[config.mk]
export PLATFORM = sky130hd
export DESIGN_NAME = terminal_key_sequence_decoder
export DESIGN_NICKNAME = d
export VERILOG_FILES = /design/src/rtl/tksd_pkg.sv /design/src/rtl/terminal_key_sequence_decoder.sv
export SDC_FILE = /design/constraint.sdc
export NUM_CORES = 1
export LEC_CHECK = 0
export BUFFER_PORTS_ARGS = -buffer_cell sky130_fd_sc_hd__buf_2
export CAP_MARGIN = 20
export CORE_MARGIN = 1
export CORE_UTILIZATION = 54
export DETAILED_ROUTE_END_ITERATION = 10
export HOLD_SLACK_MARGIN = 0.06
export PLACE_DENSITY = 0.75
export SLEW_MARGIN = 15
export SYNTH_ARGS = -nofsm -noshare
export SYNTH_HDL_FRONTEND = slang
export SYNTH_SLANG_ARGS = --single-unit
[constraint.sdc]
create_clock -name clock -period 4.4 [get_ports clock]
set_input_delay 0.66 -clock clock [delete_from_list [all_inputs] [get_ports clock]]
set_output_delay 0.66 -clock clock [all_outputs]
set_load 0.01 [all_outputs]
[src/rtl/tksd_pkg.sv]
`default_nettype none
package tksd_pkg;

   // parser modes
   typedef enum logic [2:0] {
      MODE_IDLE,
      MODE_ESC,
      MODE_CSI,
      MODE_CSI_NUM1,
      MODE_CSI_NUM2,
      MODE_SS3,
      MODE_MOUSE,
      MODE_MOUSE_END
   } mode_type;

   localparam int KEY_W   = 13;
   localparam int ACC_W   = 12;
   localparam int BTN_W   = 8;
   localparam int NUM_ACC = 3;
   localparam int IDX_W   = 2;

   localparam logic [KEY_W-1:0] KEY_ESCAPE  = 13'd27;
   localparam logic [KEY_W-1:0] KEY_MOUSE   = 13'd7001;
   localparam logic [KEY_W-1:0] KEY_CTRL    = 13'd3000;
   localparam logic [KEY_W-1:0] KEY_UP      = 13'd1001;
   localparam logic [KEY_W-1:0] KEY_DOWN    = 13'd1002;
   localparam logic [KEY_W-1:0] KEY_RIGHT   = 13'd1003;
   localparam logic [KEY_W-1:0] KEY_LEFT    = 13'd1004;
   localparam logic [KEY_W-1:0] KEY_HOME    = 13'd1005;
   localparam logic [KEY_W-1:0] KEY_END     = 13'd1006;
   localparam logic [KEY_W-1:0] KEY_PGUP    = 13'd1007;
   localparam logic [KEY_W-1:0] KEY_PGDN    = 13'd1008;
   localparam logic [KEY_W-1:0] KEY_DELETE  = 13'd1009;
   localparam logic [KEY_W-1:0] KEY_F1      = 13'd2001;
   localparam logic [KEY_W-1:0] KEY_BACKTAB = 13'd5001;
   localparam logic [KEY_W-1:0] KEY_NONE    = 13'd0;

   localparam logic [ACC_W-1:0] ACC_MAX = 12'd4095;
   localparam logic [BTN_W-1:0] BTN_MAX = 8'd255;

   localparam logic [7:0] CH_ESC   = 8'd27;
   localparam logic [7:0] CH_TAB   = 8'd9;
   localparam logic [7:0] CH_LF    = 8'd10;
   localparam logic [7:0] CH_CR    = 8'd13;
   localparam logic [7:0] CH_LBRK  = 8'h5B;  // [
   localparam logic [7:0] CH_SS3   = 8'h4F;  // O
   localparam logic [7:0] CH_LT    = 8'h3C;  // <
   localparam logic [7:0] CH_SEMI  = 8'h3B;  // ;
   localparam logic [7:0] CH_TILDE = 8'h7E;  // ~
   localparam logic [7:0] CH_PRESS = 8'h4D;  // M
   localparam logic [7:0] CH_REL   = 8'h6D;  // m
   localparam logic [7:0] CH_A     = 8'h41;
   localparam logic [7:0] CH_B     = 8'h42;
   localparam logic [7:0] CH_C     = 8'h43;
   localparam logic [7:0] CH_D     = 8'h44;
   localparam logic [7:0] CH_H     = 8'h48;
   localparam logic [7:0] CH_F     = 8'h46;
   localparam logic [7:0] CH_Z     = 8'h5A;
   localparam logic [7:0] CH_P     = 8'h50;
   localparam logic [7:0] CH_S     = 8'h53;
   localparam logic [7:0] CH_0     = 8'h30;
   localparam logic [7:0] CH_9     = 8'h39;

   // two-digit tilde numbers 11..24 to function keys, KEY_NONE if unused
   function automatic logic [KEY_W-1:0] fkey_lookup(input logic [6:0] code);
      logic [KEY_W-1:0] k;
      case (code)
         7'd11:   k = 13'd2001;
         7'd12:   k = 13'd2002;
         7'd13:   k = 13'd2003;
         7'd14:   k = 13'd2004;
         7'd15:   k = 13'd2005;
         7'd17:   k = 13'd2006;
         7'd18:   k = 13'd2007;
         7'd19:   k = 13'd2008;
         7'd20:   k = 13'd2009;
         7'd21:   k = 13'd2010;
         7'd23:   k = 13'd2011;
         7'd24:   k = 13'd2012;
         default: k = KEY_NONE;
      endcase
      return k;
   endfunction

endpackage
`default_nettype wire

[src/rtl/terminal_key_sequence_decoder.sv]
`default_nettype none
// Terminal key sequence decoder.
// Input channel (req_*): one terminal event per item, either a received byte
// (req_timed_out = 0, byte on req_rx_byte) or a read timeout (req_timed_out = 1).
// Result channel (rsp_*): at most one decoded key per item on rsp_key_code,
// together with the stored SGR mouse report (button, column, row, pressed)
// as it stands after that item.
// Latency: the result of an item is valid in the cycle after it is accepted.
// Items that only advance an escape sequence, and timeouts while idle,
// produce no result.
// Throughput: one item per cycle. The parser state and the output register
// update at the same edge; req_ready is high whenever the output register is
// empty or is being drained in that cycle.
// Stall: while a result waits with rsp_ready low, req_ready drops and the
// parser state holds, so the mouse fields of the waiting item stay stable.
// Reset: synchronous, active high; parser returns to idle, accumulators and
// the stored mouse report clear, no result is pending.
module terminal_key_sequence_decoder
   import tksd_pkg::*;
(
   input  wire logic             clock,
   input  wire logic             reset,
   input  wire logic             req_valid,
   output logic                  req_ready,
   input  wire logic             req_timed_out,
   input  wire logic [7:0]       req_rx_byte,
   output logic                  rsp_valid,
   input  wire logic             rsp_ready,
   output logic [KEY_W-1:0]      rsp_key_code,
   output logic [BTN_W-1:0]      rsp_mouse_button_out,
   output logic [ACC_W-1:0]      rsp_mouse_column_out,
   output logic [ACC_W-1:0]      rsp_mouse_row_out,
   output logic                  rsp_mouse_pressed_out
);

   // parser state
   mode_type         mode_ff, mode_in;
   logic [3:0]       first_ff, first_in;
   logic [ACC_W-1:0] acc_ff [NUM_ACC];
   logic [ACC_W-1:0] acc_in [NUM_ACC];
   logic [IDX_W-1:0] idx_ff, idx_in;

   // stored mouse report
   logic [BTN_W-1:0] btn_ff, btn_in;
   logic [ACC_W-1:0] col_ff, col_in;
   logic [ACC_W-1:0] row_ff, row_in;
   logic             press_ff, press_in;

   // output register
   logic             rsp_valid_ff, rsp_valid_in;
   logic [KEY_W-1:0] key_ff;

   logic             req_fire;
   logic             emit;
   logic             finish;
   logic [KEY_W-1:0] key;
   logic             digit;
   logic [3:0]       dval;
   logic [IDX_W-1:0] mi;
   logic [15:0]      acc_x10;
   logic [6:0]       two_digit;
   logic [KEY_W-1:0] fkey;

   assign req_ready = !rsp_valid_ff || rsp_ready;
   assign req_fire  = req_valid && req_ready;

   always_comb begin
      mode_in   = mode_ff;
      first_in  = first_ff;
      acc_in    = acc_ff;
      idx_in    = idx_ff;
      btn_in    = btn_ff;
      col_in    = col_ff;
      row_in    = row_ff;
      press_in  = press_ff;
      emit      = 1'b0;
      finish    = 1'b0;
      key       = KEY_ESCAPE;

      digit     = !req_timed_out && (req_rx_byte inside {[CH_0:CH_9]});
      dval      = req_rx_byte[3:0];
      // index past the last number sticks at the last one
      mi        = (idx_ff == 2'd3) ? 2'd2 : idx_ff;
      acc_x10   = {1'b0, acc_ff[mi], 3'b000} + {3'b000, acc_ff[mi], 1'b0}
                  + {12'd0, dval};
      two_digit = 7'({first_ff, 3'b000} + {2'b00, first_ff, 1'b0})
                  + {3'd0, dval};
      fkey      = fkey_lookup(acc_ff[0][6:0]);

      case (mode_ff)
         MODE_IDLE: begin
            if (!req_timed_out) begin
               if ((req_rx_byte inside {[8'd1:8'd26]}) && req_rx_byte != CH_TAB
                   && req_rx_byte != CH_LF && req_rx_byte != CH_CR) begin
                  emit = 1'b1;
                  key  = KEY_CTRL + {5'd0, req_rx_byte};
               end else if (req_rx_byte != CH_ESC) begin
                  emit = 1'b1;
                  key  = {5'd0, req_rx_byte};
               end else begin
                  mode_in = MODE_ESC;
               end
            end
         end
         MODE_ESC: begin
            if (!req_timed_out && req_rx_byte == CH_LBRK) begin
               mode_in = MODE_CSI;
            end else if (!req_timed_out && req_rx_byte == CH_SS3) begin
               mode_in = MODE_SS3;
            end else begin
               emit = 1'b1;
            end
         end
         MODE_CSI: begin
            if (req_timed_out) begin
               emit = 1'b1;
            end else begin
               case (req_rx_byte)
                  CH_A: begin emit = 1'b1; key = KEY_UP;      end
                  CH_B: begin emit = 1'b1; key = KEY_DOWN;    end
                  CH_C: begin emit = 1'b1; key = KEY_RIGHT;   end
                  CH_D: begin emit = 1'b1; key = KEY_LEFT;    end
                  CH_H: begin emit = 1'b1; key = KEY_HOME;    end
                  CH_F: begin emit = 1'b1; key = KEY_END;     end
                  CH_Z: begin emit = 1'b1; key = KEY_BACKTAB; end
                  CH_LT: begin
                     for (int k = 0; k < NUM_ACC; k++) acc_in[k] = '0;
                     idx_in  = '0;
                     mode_in = MODE_MOUSE;
                  end
                  default: begin
                     if (digit) begin
                        first_in = dval;
                        mode_in  = MODE_CSI_NUM1;
                     end else begin
                        emit = 1'b1;
                     end
                  end
               endcase
            end
         end
         MODE_CSI_NUM1: begin
            if (!req_timed_out && req_rx_byte == CH_TILDE) begin
               emit = 1'b1;
               case (first_ff)
                  4'd3:    key = KEY_DELETE;
                  4'd5:    key = KEY_PGUP;
                  4'd6:    key = KEY_PGDN;
                  default: key = KEY_ESCAPE;
               endcase
            end else if (digit) begin
               acc_in[0] = {5'd0, two_digit};
               mode_in   = MODE_CSI_NUM2;
            end else begin
               emit = 1'b1;
            end
         end
         MODE_CSI_NUM2: begin
            emit = 1'b1;
            // accumulator is at most 99 here, so the low bits decide
            if (!req_timed_out && req_rx_byte == CH_TILDE
                && acc_ff[0][ACC_W-1:7] == '0 && fkey != KEY_NONE) begin
               key = fkey;
            end
         end
         MODE_SS3: begin
            emit = 1'b1;
            if (!req_timed_out && (req_rx_byte inside {[CH_P:CH_S]})) begin
               key = KEY_F1 + {11'd0, req_rx_byte[1:0]};
            end
         end
         MODE_MOUSE: begin
            if (digit) begin
               acc_in[mi] = (acc_x10 > {4'd0, ACC_MAX}) ? ACC_MAX : acc_x10[ACC_W-1:0];
            end else if (!req_timed_out && req_rx_byte == CH_SEMI) begin
               if (mi == 2'd2) mode_in = MODE_MOUSE_END;
               else            idx_in  = mi + 2'd1;
            end else if (!req_timed_out && mi == 2'd2
                         && (req_rx_byte == CH_PRESS || req_rx_byte == CH_REL)) begin
               finish = 1'b1;
            end else begin
               emit = 1'b1;
            end
         end
         MODE_MOUSE_END: begin
            if (!req_timed_out
                && (req_rx_byte == CH_PRESS || req_rx_byte == CH_REL)) begin
               finish = 1'b1;
            end else begin
               emit = 1'b1;
            end
         end
         default: begin
            mode_in = MODE_IDLE;
         end
      endcase

      if (finish) begin
         emit     = 1'b1;
         key      = KEY_MOUSE;
         btn_in   = (acc_ff[0] > {4'd0, BTN_MAX}) ? BTN_MAX : acc_ff[0][BTN_W-1:0];
         col_in   = acc_ff[1];
         row_in   = acc_ff[2];
         press_in = (req_rx_byte == CH_PRESS);
      end

      if (emit) mode_in = MODE_IDLE;

      // slot frees on drain, refills on an item that yields a key
      rsp_valid_in = rsp_valid_ff && !rsp_ready;
      if (req_fire && emit) rsp_valid_in = 1'b1;
   end

   always_ff @(posedge clock) begin
      if (reset) begin
         mode_ff      <= MODE_IDLE;
         first_ff     <= '0;
         for (int k = 0; k < NUM_ACC; k++) acc_ff[k] <= '0;
         idx_ff       <= '0;
         btn_ff       <= '0;
         col_ff       <= '0;
         row_ff       <= '0;
         press_ff     <= 1'b0;
         rsp_valid_ff <= 1'b0;
      end else begin
         rsp_valid_ff <= rsp_valid_in;
         if (req_fire) begin
            mode_ff  <= mode_in;
            first_ff <= first_in;
            acc_ff   <= acc_in;
            idx_ff   <= idx_in;
            btn_ff   <= btn_in;
            col_ff   <= col_in;
            row_ff   <= row_in;
            press_ff <= press_in;
         end
      end
   end

   always_ff @(posedge clock) begin
      if (req_fire && emit) key_ff <= key;
   end

   // mouse report only changes on an accepted item, and none is accepted
   // while a result waits, so the stored report doubles as result payload
   assign rsp_valid             = rsp_valid_ff;
   assign rsp_key_code          = key_ff;
   assign rsp_mouse_button_out  = btn_ff;
   assign rsp_mouse_column_out  = col_ff;
   assign rsp_mouse_row_out     = row_ff;
   assign rsp_mouse_pressed_out = press_ff;

endmodule
`default_nettype wire
==> metrics.csv <==
stage,metric,value,unit
worst_setup_path,path_common_cell,ha_1,
worst_setup_path,crit_slowest_cell,fa_2,
pwr,vdd_drop_max,211,uV
pwr,leakage,3.05,nW
logic_synthesis,async_flop_share,0,%
grt,grt_overflow_total,0,
layout,regArea,0.00208,mm^2
clock_network,h-tree-depth,3,
logic_synthesis,synthFlopType,dfxtp_1,
logic_synthesis,synth-compound-area-share,22.5,%
timing,fin_crit,4290,ps
logic_synthesis,synth.most_common_cell,nand2_1,
timing,max-slew-margin-rel,37.5,%
pwr,swShare,25.0,%
worst_setup_path,critPathRequiredTime,4640,ps
layout,area_growth,14.5,%
logic_synthesis,synth_xor_xnor_area_share,2.09,%
route,avgViaCountPerCell,6.15,
floorplanning,start_util,55.2,%
floorplanning,ioPinCount,61,
route,vias,6068,
worst_hold_path,min_path_type,flop to flop,
layout,nFillCells,967,
layout,drive_above_1_share,17.7,%
pwr,seqPwrFrac,51.0,%
pwr,clkPwrFrac,43.2,%
route,drtIter0Drc,688,
pwr,power_density,246,mW/mm^2
logic_synthesis,synth_nets,834,
logic_synthesis,synth_area_leaders,"dfxtp_1 27%, ha_1 8.0%, nand2_1 6.3%, edfxtp_1 6.2%, nor2_1 5.2%",
logic_synthesis,synth_cells,777,
logic_synthesis,yosys.area_share.simple,24.5,%
clock_network,cts_buffers,9,
clock_network,cts.sink_count,97,
route,drt.antenna.violating_nets,0,
logic_synthesis,synth_top_area_cell,dfxtp_1,
worst_setup_path,slowest_delay,420,ps
timing,setup_tns,0,ps
logic_synthesis,synth_area,0.00628,mm^2
grt,grt_pass1_vias,5291,
logic_synthesis,yosysTopAreaCellShare,26.8,%
route,drc,0,
timing,period_share,97.6,%
logic_synthesis,avgSynthCellArea,8.08,um^2
logic_synthesis,synth_edf_count,13,
worst_setup_path,crit_arrival,4530,ps
floorplanning,num_rows,39,
layout,fin_nets,895,
clock_network,cts.path.max_buffers,2,
clock_network,clk_pin_slew,70,ps
floorplanning,die-area,0.0121,mm^2
route,first_pass_iters,5,
place,place_congestion,0.938,
place,placedCellCount,966,
logic_synthesis,synth_common_cells,"106 x nand2_1, 87 x nor2_1, 84 x dfxtp_1",
pwr,power.internal,0.00133,W
route,wl_met3,1320,um
worst_setup_path,timing_worst_setup_path_type,flop to flop,
timing,worst_pin_slew,930,ps
layout,fin_cells,986,
floorplanning,chipWidth,110,um
logic_synthesis,synth_top_family_by_area,simple AND/OR/NAND/NOR gates,
route,route.met2.wl,7940,um
clock_network,clock_latency,350,ps
route,met1_length,8000,um
worst_setup_path,critPathCaptureType,flop,
route,post_drt_wl_per_cell,18.0,um
timing,fmax,233,MHz
logic_synthesis,synth-adder-area-share,9.25,%
logic_synthesis,yosysWarnings,0,
logic_synthesis,yosysUniqueCellTypes,80,
run_status,status,finished clean,
run,cap_violations,0,
grt,track_usage,29.8,%
grt,grt_pass1_wl,27600,um
logic_synthesis,synth_mux_area_share,3.03,%
clock_network,root_buffer,clkbuf_16,
timing,hold_viol,0,
grt,antenna_found_initial,0,
place,place_hpwl,13400,um
worst_setup_path,critPathLaunchType,flop,
layout,multiInputGateArea,0.00391,mm^2
logic_synthesis,synth_seq_area_share,33.0,%
place,io_buffers,60,
route,wl,17700,um
route,top_layer,met4,
floorplanning,die_h,110,um
layout,n_antenna_cell,0,
timing,setup_viol,0,
clock_network,cts_tree,yes,
pwr,comb_power_share,5.8,%
timing,fin_worst_skew,9.46,ps
pwr,power.switching,0.000442,W
clock_network,hold_buffers,0,
logic_synthesis,synth_seq_cells,97,
worst_setup_path,cp_max_fo,8,
grt,grt_max_degree,64,
floorplanning,core_area,0.0114,mm^2
timing,finalMaxSlewViolations,0,
worst_setup_path,worstPathCellList,"buf_12, mux2i_4, o21ai_2, ha_1, ha_2, fa_2, a211oi_2, o2111ai_2, and4_1, a211o_1, nor4_4, buf_4, and3_4, nor2_1, inv_1, ha_1, mux2_2, nand3_1, o41ai_2",
[final timing paths]
| path | from | end | slack (ps) | cells past startpoint |
|---|---|---|---|---|
| hold / removal | rsp_mouse_column_out[2] | rsp_mouse_column_out[2] | 450 | 2 |
| setup reg to reg | idx_ff[0] | flop | 110 | 19 |
| hold reg to reg | rsp_mouse_column_out[2] | rsp_mouse_column_out[2] | 450 | 2 |
| setup / recovery | idx_ff[0] | flop | 110 | 19 |
[sequential cells by signal, indices dropped and copies added (netlist names), named ones only]
signal	cells
acc_ff	36
rsp_mouse_row_out	12
mode_ff	3
rsp_mouse_column_out	12
rsp_key_code	13
rsp_mouse_button_out	8
first_ff	4
rsp_mouse_pressed_out	1
idx_ff	2
rsp_valid	1
[power by group through the flow]
stage | logic [W] | registers, W | clock network [W]
floorplan | 0.0000587 | 0.000927 | 0
global placement | 0.0000991 | 0.000924 | 0
detailed placement | 0.0000997 | 0.000924 | 0
CTS | 0.000100 | 0.000904 | 0.000768
global route | 0.000111 | 0.000904 | 0.000806
finish | 0.000103 | 0.000903 | 0.000764
[through the flow]
step	setup WS [ps]	cell area, um^2	hold slack [ps]	total power, W	util, %
after floorplan	42.3	6290	444	0.000986	-
after global placement	73.5	6820	441	0.00102	60.0
after detailed placement	-127	6820	445	0.00102	60.0
after CTS	2.87	7100	455	0.00177	62.5
after global routing	-35.0	7190	477	0.00182	63.2
final	107	7190	451	0.00177	63.2
[area by class of cell]
type,instances,share of cell area [%]
multi-input combinational,599,54.3
inverter,33,1.76
clock buffer,9,3.13
timing repair buffer,98,8.60
clock inverter,7,0.783
tap,143,2.49
sequential,97,28.9
[cell families (layout without fill, tap and decap cells)]
| kind of cell | after synthesis | in the layout |
|---|---|---|
| compound gates | 207 | 207 |
| xor+xnor | 15 | 15 |
| fa+ha+maj | 44 | 44 |
| buf+inv | 81 | 147 |
| flops | 97 | 97 |
| mux | 17 | 17 |
| simple gates | 316 | 316 |
[placed cells by master, fill, tap and decap left out, types with 4 or more instances in the layout]
| master | synthesis | routed |
|---|---|---|
| a211o_1 | 4 | 4 |
| a211oi_1 | 8 | 7 |
| a21o_1 | 10 | 10 |
| a21oi_1 | 64 | 64 |
| a221oi_1 | 6 | 6 |
| a22oi_1 | 32 | 32 |
| and2_1 | 4 | 4 |
| and3_1 | 5 | 4 |
| and4_1 | 4 | 4 |
| buf_2 | 12 | 60 |
| buf_4 | 4 | 34 |
| clkbuf_16 | 0 | 9 |
| dfxtp_1 | 84 | 82 |
| edfxtp_1 | 13 | 13 |
| ha_1 | 40 | 39 |
| inv_1 | 31 | 31 |
| inv_6 | 0 | 4 |
| mux2i_1 | 13 | 12 |
| nand2_1 | 106 | 106 |
| nand2b_1 | 13 | 13 |
| nand3_1 | 16 | 16 |
| nand3b_1 | 6 | 6 |
| nand4_1 | 6 | 6 |
| nor2_1 | 87 | 86 |
| nor3_1 | 31 | 31 |
| nor4_1 | 6 | 6 |
| o211ai_1 | 5 | 5 |
| o21a_1 | 5 | 5 |
| o21ai_0 | 35 | 27 |
| o21ai_1 | 4 | 10 |
| or3_1 | 4 | 4 |
| or4_1 | 8 | 8 |
| xnor2_1 | 7 | 7 |
| xor2_1 | 8 | 8 |
[worst max-delay path: cells and delay by family (launching register included)]
kind,cells,cell delay (ps)
adders and majority gates,4,1170
AOI/OAI and AO/OA,5,890
and+or+nand+nor,5,850
muxes,2,500
buffers and inverters,3,410
DFF,1,380
[timing repair]
item	4_1_cts	5_1_grt
gates resized for setup	1	22
setup buffers	0	4
endpoints found under the setup margin	3	5
pin swaps	1	7
[per-layer routing]
layer  global-route usage (%)  up-vias
met4                     9.14        0
met1                     42.5     2831
met2                     45.7      290
li1                         -     2906
met5                        0        -
met3                     4.74       41
No activity file was read; power rests on OpenSTA's default activity.
